**src/hw/rtl/sst_pkg.sv**
```systemverilog
// shared constants, types and request codes for the sorted score table
`timescale 1ns / 1ps
package sst_pkg;

    localparam int DEPTH    = 16;
    localparam int TAG_BITS = 64;
    localparam int SCORE_W  = 32;
    localparam int CNT_W    = $clog2(DEPTH + 1);
    localparam int IDX_W    = (DEPTH > 1) ? $clog2(DEPTH) : 1;

    typedef logic [1:0] t_req;

    localparam t_req REQ_PUSH  = 2'd0;
    localparam t_req REQ_QUERY = 2'd1;
    localparam t_req REQ_DUMP  = 2'd2;

    typedef struct packed {
        logic [SCORE_W-1:0]  score;
        logic [TAG_BITS-1:0] tag;
    } t_rec;

    typedef struct packed {
        logic push;
        logic rotate;
        t_rec new_rec;
    } t_cell_ctl;

endpackage

```
**src/hw/rtl/sst_cell.sv**
```systemverilog
// one slot of the sorted chain: insert-shift on push, rotate on dump
`timescale 1ns / 1ps
module sst_cell (
    input  logic               i_clk,
    input  sst_pkg::t_cell_ctl i_ctl,
    input  logic               i_occ,
    input  logic               i_tail,
    input  sst_pkg::t_rec      i_prev_rec,
    input  logic               i_prev_less,
    input  sst_pkg::t_rec      i_next_rec,
    input  sst_pkg::t_rec      i_wrap_rec,
    output sst_pkg::t_rec      o_rec,
    output logic               o_less
);

    sst_pkg::t_rec r_rec;

    assign o_less = i_occ && ($signed(r_rec.score) < $signed(i_ctl.new_rec.score));
    assign o_rec  = r_rec;

    always_ff @(posedge i_clk) begin
        if (i_ctl.push) begin
            if (i_prev_less) begin
                r_rec <= i_prev_rec;
            end else if (!i_occ || o_less) begin
                r_rec <= i_ctl.new_rec;
            end
        end else if (i_ctl.rotate) begin
            r_rec <= i_tail ? i_wrap_rec : i_next_rec;
        end
    end

endmodule

```
**config.mk**
```make
export PLATFORM = sky130hd
export DESIGN_NAME = sst_cell
export DESIGN_NICKNAME = d
export VERILOG_FILES = /design/src/hw/rtl/sst_pkg.sv /design/src/hw/rtl/sst_cell.sv
export SDC_FILE = /design/constraint.sdc
export NUM_CORES = 1
export LEC_CHECK = 0
export ABC_AREA = 1
export BUFFER_PORTS_ARGS = -buffer_cell sky130_fd_sc_hd__buf_2
export CAP_MARGIN = 10
export CORE_AREA = 4 4 188 190
export CTS_BUF_LIST = sky130_fd_sc_hd__clkbuf_16
export DETAILED_ROUTE_END_ITERATION = 8
export DIE_AREA = 0 0 192 194
export GPL_ROUTABILITY_DRIVEN = 0
export HOLD_SLACK_MARGIN = 0.15
export MAX_ROUTING_LAYER = met4
export PLACE_DENSITY = 0.42
export SETUP_SLACK_MARGIN = 0.3
export SYNTH_ARGS = -nofsm -noshare
export SYNTH_HDL_FRONTEND = slang
export SYNTH_SLANG_ARGS = --single-unit
export TNS_END_PERCENT = 50
```
**constraint.sdc**
```tcl
create_clock -name i_clk -period 4.92 [get_ports i_clk]
set_input_delay 0.246 -clock i_clk [delete_from_list [all_inputs] [get_ports i_clk]]
set_output_delay 0.246 -clock i_clk [all_outputs]
set_load 0.03 [all_outputs]
```
==> reports/metrics.cfg, run 1 <==
[drt]
route.detailed.drc=0
drtIter0Drc=329
num_vias=7532
ant_nets=0
viasPerCell=4.46
routed_wl_um=31400
firstDrtPassIters=5
wl_per_cell_um=18.6

[timing]
relSlewSlack=0.325
rsz0062_at_grt=false
setup_ws_ps=1890
setup_tns_ps=0
min_period_over_period=0.615
tightest_slew_ps=1010
whs_ps=198
hold_viol=0
setup_viol=0
post-route-min-period_ps=3030
fin_skew_ps=10.3
drv_slew=0
fmaxAchievable_mhz=330

[synthesis]
synth.cell_area_um2=6320
ys.flop_type=edfxtp_1
yosysMostFrequentCell=nor2_1
yosys_warnings=0
synth.largest_area_cell=edfxtp_1
async_flop_share=0
ys_types=23
synthesis.nets=1204
yosys.area.top_type_share=0.456
synth_cells=783
ys_seq_area_frac=0.456
ys_top_cells_by_count=168 x nor2_1, 140 x o21ai_0, 96 x edfxtp_1
synth-edff-count=96
synth_top_cells_by_area=edfxtp_1 46%, o21ai_0 11%, nor2_1 10%
syn_area_per_cell_um2=8.07
ys_ff_latch=96

[place]
portBuffers=486
dp_hpwl_um=24200
place_ws_ps=1760

[clock_tree]
cts.sinks=96
cts_root_buf=clkbuf_16
cts_resized=0
clk_latency_ps=350
clockBufferDepth=2
clk_pin_slew_ps=70
cts_hold_buf=0
cts_inserted_buffers=9
htreeDepth=3
post_cts_buffers=0
cts_tree=yes

[power_and_ir_drop]
seqPwrFrac=0.401
p_clk_frac=0.279
p_switching_uw=925
power.density_nw_per_um2=279
leakage_nw=4.38
irDropWorstVdd_mv=0.155
internal_power_mw=1.71
switching_share=0.351
power_frac_comb=0.320

[setup_path]
cp.required_ps=4950
arrival_ps=3060
worstSetupPathType=flip-flop to flip-flop
cp-start-kind=flip-flop
cp-end-kind=flip-flop
ff2ff_path_depth=12
cp_max_fo=64

[floorplan]
coreArea_um2=33400
num_rows=67
die_y_um=194
start_util=0.189
num_io_pins=487
die-area_um2=37200
die_x_um=192

[run]
maxCapViolCount=0

[worst_hold_path]
min_path_cells=3
hp-class=primary input to flip-flop

[final_layout]
syn_to_final_growth_pct=49.3
largest_reg_flops=96
nets=1649
final_core_util=0.282
fillCellCount=3730
drive_above_1_share=0.423
multi_input_area_um2=2990
seq_area_um2=2880

[global_routing]
antenna_found_initial=5
grt_max_degree=86
gr-total-overflow=0
track_usage=0.162
grt_pass1_vias=7708
grt_pass1_wl_um=45500

[status]
status=finished clean

power by group through the flow:
stage	Sequential (mW)	Clock, mW	Combinational, mW
2_1_floorplan	1.27	0	0.280
3_3_place_gp	1.07	0	0.861
3_5_place_dp	1.07	0	0.854
4_1_cts	1.06	0.773	0.857
5_1_grt	1.07	0.801	0.922
6_report	1.06	0.735	0.842
cell families (layout without fill, tap and decap cells):
family / Yosys count / count (layout) / share of synthesized area
AOI/OAI and AO/OA: 340 / 340 / 0.284
and+or+nand+nor: 210 / 210 / 0.128
buffers and inverters: 106 / 556 / 0.0701
DFF: 96 / 96 / 0.456
adders and majority gates: 31 / 31 / 0.0614
other: 0 / 6 / 0
routing by layer:
layer	vias up	track usage	part of all wire	wire length (µm)
met2	371	0.267	0.47	14900
met5	-	-	0	0
met1	3416	0.196	0.41	12900
met4	0	0.0528	0.029	918
li1	3697	-	-	-
met3	48	0.0389	0.084	2650
worst max-delay path, cell delays in order, from the launching register on:
cell and delay [ps]:
edfxtp_1 410, ha_1 410, nand2_2 90, nor2_2 200, nand2_1 100, nor2_1 100
nand2_1 70, nand2_1 60, nand2_1 60, nand3_1 70, nand2_1 80, inv_4 640
buf_4 410
through the flow:
step                      cell area (µm²)  std cells  total power [mW]
after CTS                            9420       1681              2.69
after detailed placement             9120       1665              1.93
after global routing                 9430       1686              2.79
after floorplan                      6320        783              1.55
final                                9430       1687              2.63
after global placement               9120       1665              1.93
placed cells by master (no fill, tap or decap):
cell	count
inv_2	1
o21a_2	1
clkinvlp_4	2
buf_2	485
a21oi_1	45
diode_2	6
nand3_1	6
nand4_1	1
or2_2	1
nor2_2	2
inv_1	40
buf_4	11
a31oi_1	1
clkinv_2	2
a21oi_2	1
o21a_1	1
ha_1	31
nor3_1	1
inv_4	3
o21ai_0	140
o22ai_1	65
nor2_1	168
o21ai_1	86
bufinv_16	1
edfxtp_1	96
nand2_1	30
inv_6	1
clkbuf_16	9
nand2_2	1
clkinv_4	1
worst paths after layout:
check,from,to,slack [ps]
min,i_prev_rec[86],o_rec[86]$_DFFE_PP_,200
min reg2reg,o_rec[95]$_DFFE_PP_,o_rec[70]$_DFFE_PP_,1510
max reg2reg,o_rec[95]$_DFFE_PP_,o_rec[63]$_DFFE_PP_,1890
max,o_rec[95]$_DFFE_PP_,o_rec[63]$_DFFE_PP_,1890
area by class of cell:
class                      count  share of cell area
clock buffer                   9              0.0239
clock inverter                 7             0.00756
antenna                        6             0.00159
tap                          448              0.0594
inverter                      44              0.0184
timing repair buffer         496               0.266
multi-input combinational    581               0.317
sequential                    96               0.306
Power figures use the tool's default switching activity.
==> run 2: changes to the inputs <==
--- a/config.mk
+++ b/config.mk
@@ -8,14 +8,14 @@
 export ABC_AREA = 1
 export BUFFER_PORTS_ARGS = -buffer_cell sky130_fd_sc_hd__buf_2
 export CAP_MARGIN = 10
-export CORE_AREA = 4 4 188 190
+export CORE_AREA = 4 4 186 188
 export CTS_BUF_LIST = sky130_fd_sc_hd__clkbuf_16
 export DETAILED_ROUTE_END_ITERATION = 8
-export DIE_AREA = 0 0 192 194
+export DIE_AREA = 0 0 190 192
 export GPL_ROUTABILITY_DRIVEN = 0
 export HOLD_SLACK_MARGIN = 0.15
 export MAX_ROUTING_LAYER = met4
-export PLACE_DENSITY = 0.42
+export PLACE_DENSITY = 0.44
 export SETUP_SLACK_MARGIN = 0.3
 export SYNTH_ARGS = -nofsm -noshare
 export SYNTH_HDL_FRONTEND = slang
==> constraint.sdc (replaced) <==
create_clock -name i_clk -period 2.6 [get_ports i_clk]
set_input_delay 0.13 -clock i_clk [delete_from_list [all_inputs] [get_ports i_clk]]
set_output_delay 0.13 -clock i_clk [all_outputs]
set_load 0.03 [all_outputs]
==> run 2 against run 1 <==
Compared with the run above: power is 96% higher; clock-buffer cell count stayed put; global-route usage grew 0.49 points; critical path type unchanged; sequential power is 88% higher; utilization grew 4.7 points; sequential share of layout area decreased by 4.1 points; clock skew hardly changed; via count grew 7.9%; clock power is 74% higher; largest power group unchanged; non-clock buffer count increased by 121; combinational power rose by 120%.
==> reports/metrics.cfg, run 2 (synthesis results as in run 1) <==
[status]
status=finished clean

[clock_tree]
clockBufferDepth=2
cts_inserted_buffers=9
cts_root_buf=clkbuf_16
cts.sinks=96
cts_tree=yes
clk_latency_ps=350
clk_pin_slew_ps=70
htreeDepth=3

[timing]
post-route-min-period_ps=2310
whs_ps=149
setup_viol=0
fin_skew_ps=10.5
hold_viol=0
drv_slew=0
min_period_over_period=0.889
rsz0062_at_grt=true
fmaxAchievable_mhz=432
setup_tns_ps=0
relSlewSlack=0.580
tightest_slew_ps=630

[final_layout]
syn_to_final_growth_pct=72.5
nets=1770
largest_reg_flops=96
drive_above_1_share=0.411
layout_common_cells=484 x buf_2, 167 x nor2_1, 140 x o21ai_0
final_common_cell=buf_2

[drt]
num_vias=8125
routed_wl_um=32400
firstDrtPassIters=5
route.detailed.drc=0
drtIter0Drc=364
ant_nets=0
viasPerCell=4.49
wl_per_cell_um=17.9

[place]
dp_hpwl_um=24300
portBuffers=486

[global_routing]
grt_pass1_vias=8145
grt_max_degree=97
top_usage_layer=met2
gr-total-overflow=0
grt_pass1_wl_um=45800
use_met2=0.289
track_usage=0.167
antenna_found_initial=9
met1_usage=0.190
use_met3=0.0394

[floorplan]
die_y_um=192
die-area_um2=36500
num_rows=67
start_util=0.191
die_x_um=190
num_io_pins=487
coreArea_um2=33100

[power_and_ir_drop]
power.density_nw_per_um2=474
leakage_nw=4.98
irDropWorstVdd_mv=0.284

[setup_path]
arrival_ps=2370
worstSetupPathType=flip-flop to flip-flop
cp.required_ps=2660
cp_max_fo=11
cp-end-kind=flip-flop
cp-start-kind=flip-flop

[run]
maxCapViolCount=0

[worst_hold_path]
hp-class=primary input to flip-flop

==> run 2: area by class of cell <==
class                   count  area (µm²)
clock buffers               9         225
inverters                  44         175
well taps                 448         561
multi-input cells         581        3080
repair buffers            617        3910
fillers                  3536       22200
diodes                      9        22.5
clock inverters             5        41.3
flip-flops and latches     96        2880
==> run 2: path summary, 6_finish.rpt <==
kind / startpoint / end / slack [ps] / depth (start not counted)
worst max-delay path: o_rec[79]$_DFFE_PP_ / o_rec[67]$_DFFE_PP_ / 290 / 15
worst min-delay path: i_prev_rec[89] / o_rec[89]$_DFFE_PP_ / 150 / 3
worst max register to register: o_rec[79]$_DFFE_PP_ / o_rec[67]$_DFFE_PP_ / 290 / 15
worst min register to register: o_rec[95]$_DFFE_PP_ / o_rec[27]$_DFFE_PP_ / 1300 / 7
==> run 2: worst max-delay path, stage by stage, from the launching register on <==
cell and delay [ps]:
edfxtp_1 430, ha_4 290, nand2_1 60, inv_1 50, nand3_1 90, a31oi_1 160, nor2_1 80, nand2_2 100
nand2_2 70, nand2_2 60, nand2_2 60, nand3_2 60, nand2_2 60, clkinvlp_4 110, buf_12 170, clkbuf_16 170
==> run 2: where the power goes <==
| group | switching [mW] | internal [mW] | total [mW] |
|---|---|---|---|
| logic | 1.10 | 0.781 | 1.88 |
| registers | 0.0627 | 1.93 | 1.99 |
| clock network | 0.632 | 0.650 | 1.28 |
==> run 2: what timing repair did <==
action,in CTS,in global routing
setup endpoints to repair,74,97
gates cloned,2,6
pin swaps,2,3
endpoints found under the hold margin,66,1
buffers inserted,4,1
hold buffers,101,1
gates resized for setup,3,22
==> run 2: stage by stage <==
| step | power, mW | setup WS, ps | utilization | instances | area (µm²) |
|---|---|---|---|---|---|
| floorplan | 2.94 | -802 | - | 783 | 6330 |
| global placement | 3.66 | 235 | 0.279 | 1671 | 9250 |
| detailed placement | 3.67 | 211 | 0.279 | 1671 | 9250 |
| CTS | 5.18 | 234 | 0.321 | 1792 | 10600 |
| global route | 5.48 | 184 | 0.329 | 1809 | 10900 |
| finish | 5.16 | 287 | 0.329 | 1809 | 10900 |
==> run 2: layer usage <==
metal	vias to the layer above	wire, µm
met5	-	0
li1	3947	-
met3	47	2450
met1	3715	12800
met4	0	930
met2	416	16300
==> run 3: changes to the inputs <==
--- a/config.mk
+++ b/config.mk
@@ -8,14 +8,14 @@
 export ABC_AREA = 1
 export BUFFER_PORTS_ARGS = -buffer_cell sky130_fd_sc_hd__buf_2
 export CAP_MARGIN = 10
-export CORE_AREA = 4 4 186 188
+export CORE_AREA = 4 4 188 190
 export CTS_BUF_LIST = sky130_fd_sc_hd__clkbuf_16
 export DETAILED_ROUTE_END_ITERATION = 8
-export DIE_AREA = 0 0 190 192
+export DIE_AREA = 0 0 192 194
 export GPL_ROUTABILITY_DRIVEN = 0
 export HOLD_SLACK_MARGIN = 0.15
 export MAX_ROUTING_LAYER = met4
-export PLACE_DENSITY = 0.44
+export PLACE_DENSITY = 0.42
 export SETUP_SLACK_MARGIN = 0.3
 export SYNTH_ARGS = -nofsm -noshare
 export SYNTH_HDL_FRONTEND = slang
==> constraint.sdc (replaced) <==
create_clock -name i_clk -period 2.5 [get_ports i_clk]
set_input_delay 0.125 -clock i_clk [delete_from_list [all_inputs] [get_ports i_clk]]
set_output_delay 0.125 -clock i_clk [all_outputs]
set_load 0.03 [all_outputs]
==> run 3 against run 2 <==
Compared with the run above: sequential power increased by 5%; non-clock buffer count increased by 3; final cell count increased by 0.17%; critical path depth decreased by 1; highest routed layer unchanged; utilization about the same; design area increased by 0.87%.
==> reports/metrics.cfg, run 3 (synthesis results as in run 1) <==
[timing]
tightest_slew_ps=753
hold_viol=0
rsz0062_at_grt=true
fin_skew_ps=9.73
relSlewSlack=0.498
drv_slew=0
post-route-min-period_ps=2290
min_period_over_period=0.915
fmaxAchievable_mhz=437
setup_viol=0
whs_ps=146

[floorplan]
num_rows=67
coreArea_um2=33400
die_x_um=192
die_y_um=194
start_util=0.189
die-area_um2=37200
num_io_pins=487

[drt]
routed_wl_um=33300
route.detailed.drc=0
viasPerCell=4.44
wl_per_cell_um=18.4
drtIter0Drc=317
firstDrtPassIters=5
num_vias=8051
ant_nets=0

[setup_path]
cp-end-kind=flip-flop
arrival_ps=2410
reg2reg_slack_ps=210
critPathLaunch=o_rec[83]$_DFFE_PP_
cp.required_ps=2620
ff2ff_path_depth=14
timing.rr.start=o_rec[83]$_DFFE_PP_
cp-start-kind=flip-flop
cp_max_fo=8
worstSetupPathType=flip-flop to flip-flop
cp-endpoint=o_rec[17]$_DFFE_PP_
r2r_end=o_rec[17]$_DFFE_PP_

[power_and_ir_drop]
leakage_nw=4.99
irDropWorstVdd_mv=0.311
p_total_mw=5.41
power.density_nw_per_um2=493

[global_routing]
antenna_found_initial=7
track_usage=0.173
grt_pass1_wl_um=48300
grt_max_degree=97
grt_pass1_vias=8415
gr-total-overflow=0

[final_layout]
largest_reg_flops=96
drive_above_1_share=0.413
fillCellCount=3624
nets=1773
syn_to_final_growth_pct=74.0
layout_common_cells=485 x buf_2, 167 x nor2_1, 139 x o21ai_0
final_core_util=0.329
final_common_cell=buf_2

[run]
maxCapViolCount=0

[status]
status=finished clean

[clock_tree]
clockBufferDepth=2
cts_inserted_buffers=9
cts_root_buf=clkbuf_16
clk_latency_ps=350
htreeDepth=3
cts.sinks=96
clk_pin_slew_ps=80
cts_tree=yes

[place]
portBuffers=486
dp_hpwl_um=24900

[worst_hold_path]
hp-class=primary input to flip-flop

## run 3: changes by cell type in the layout (fill, tap and decap cells not counted), moves of 3 or more
| cell | previous run | this run |
|---|---|---|
| buf_4 | 15 | 11 |
| clkbuf_16 | 14 | 11 |
| dlygate4sd3_1 | 102 | 111 |
| ha_1 | 27 | 23 |
| ha_4 | 4 | 8 |
## run 3: critical path, stage by stage (launching register included)
cell and delay [ps]:
edfxtp_1 430, ha_4 240, a21oi_2 140, o21ai_2 70, nand2_1 80, nand3_2 100
a21oi_4 190, nand2_2 70, nand2_2 60, nand3_2 60, nand2_2 90, clkinvlp_4 90
buf_12 170, buf_12 130, buf_16 130
## run 3: final cells by class
cell class | instances | area (µm²) | share of cell area
Antenna cell | 7 | 17.5 | 0.00159
Inverter | 44 | 175 | 0.0159
Tap cell | 448 | 561 | 0.0510
Clock inverter | 7 | 47.5 | 0.00433
Sequential cell | 96 | 2880 | 0.262
Multi-Input combinational cell | 581 | 3160 | 0.288
Timing Repair Buffer | 620 | 3920 | 0.357
Clock buffer | 9 | 225 | 0.0205
## run 3: layer usage
layer  global-route usage  vias up  part of all wire
met5                    -        -                 0
met2                0.299      363              0.51
met3               0.0403       36             0.078
met1                0.199     3701              0.39
li1                     -     3951                 -
met4               0.0510        0             0.023
## run 3: how the worst min path moves through the flow
stage,start,endpoint,slack [ps],depth (start not counted)
after floorplan,i_prev_rec[71],o_rec[71]$_DFFE_PP_,330,2
after global placement,i_prev_rec[85],o_rec[85]$_DFFE_PP_,430,3
after detailed placement,i_prev_rec[79],o_rec[79]$_DFFE_PP_,420,3
after CTS,i_prev_rec[27],o_rec[27]$_DFFE_PP_,150,3
after global routing,i_next_rec[54],o_rec[54]$_DFFE_PP_,150,3
final,i_prev_rec[95],o_rec[95]$_DFFE_PP_,150,3
## run 3: repair_timing
action                                 CTS  global route
pin swaps                                0             6
endpoints found under the hold margin   72             0
setup endpoints to repair               97            97
hold buffers                           111             0
gates cloned                             2             2
resized for setup                       13            19
setup buffers                            2             2
## run 3: through the flow
| step | cells | cell area (µm²) | setup TNS (ps) | setup slack, ps |
|---|---|---|---|---|
| 6_report | 1812 | 11000 | 0 | 211 |
| 4_1_cts | 1801 | 10800 | 0 | 206 |
| 3_5_place_dp | 1670 | 9260 | 0 | 190 |
| 3_3_place_gp | 1670 | 9260 | 0 | 172 |
| 2_1_floorplan | 783 | 6330 | -86550 | -902 |
| 5_1_grt | 1812 | 11000 | 0 | 55.4 |
## run 3: where the power goes
group          internal [mW]  switching, mW
registers               2.01         0.0679
clock network          0.677          0.676
logic                  0.825           1.16
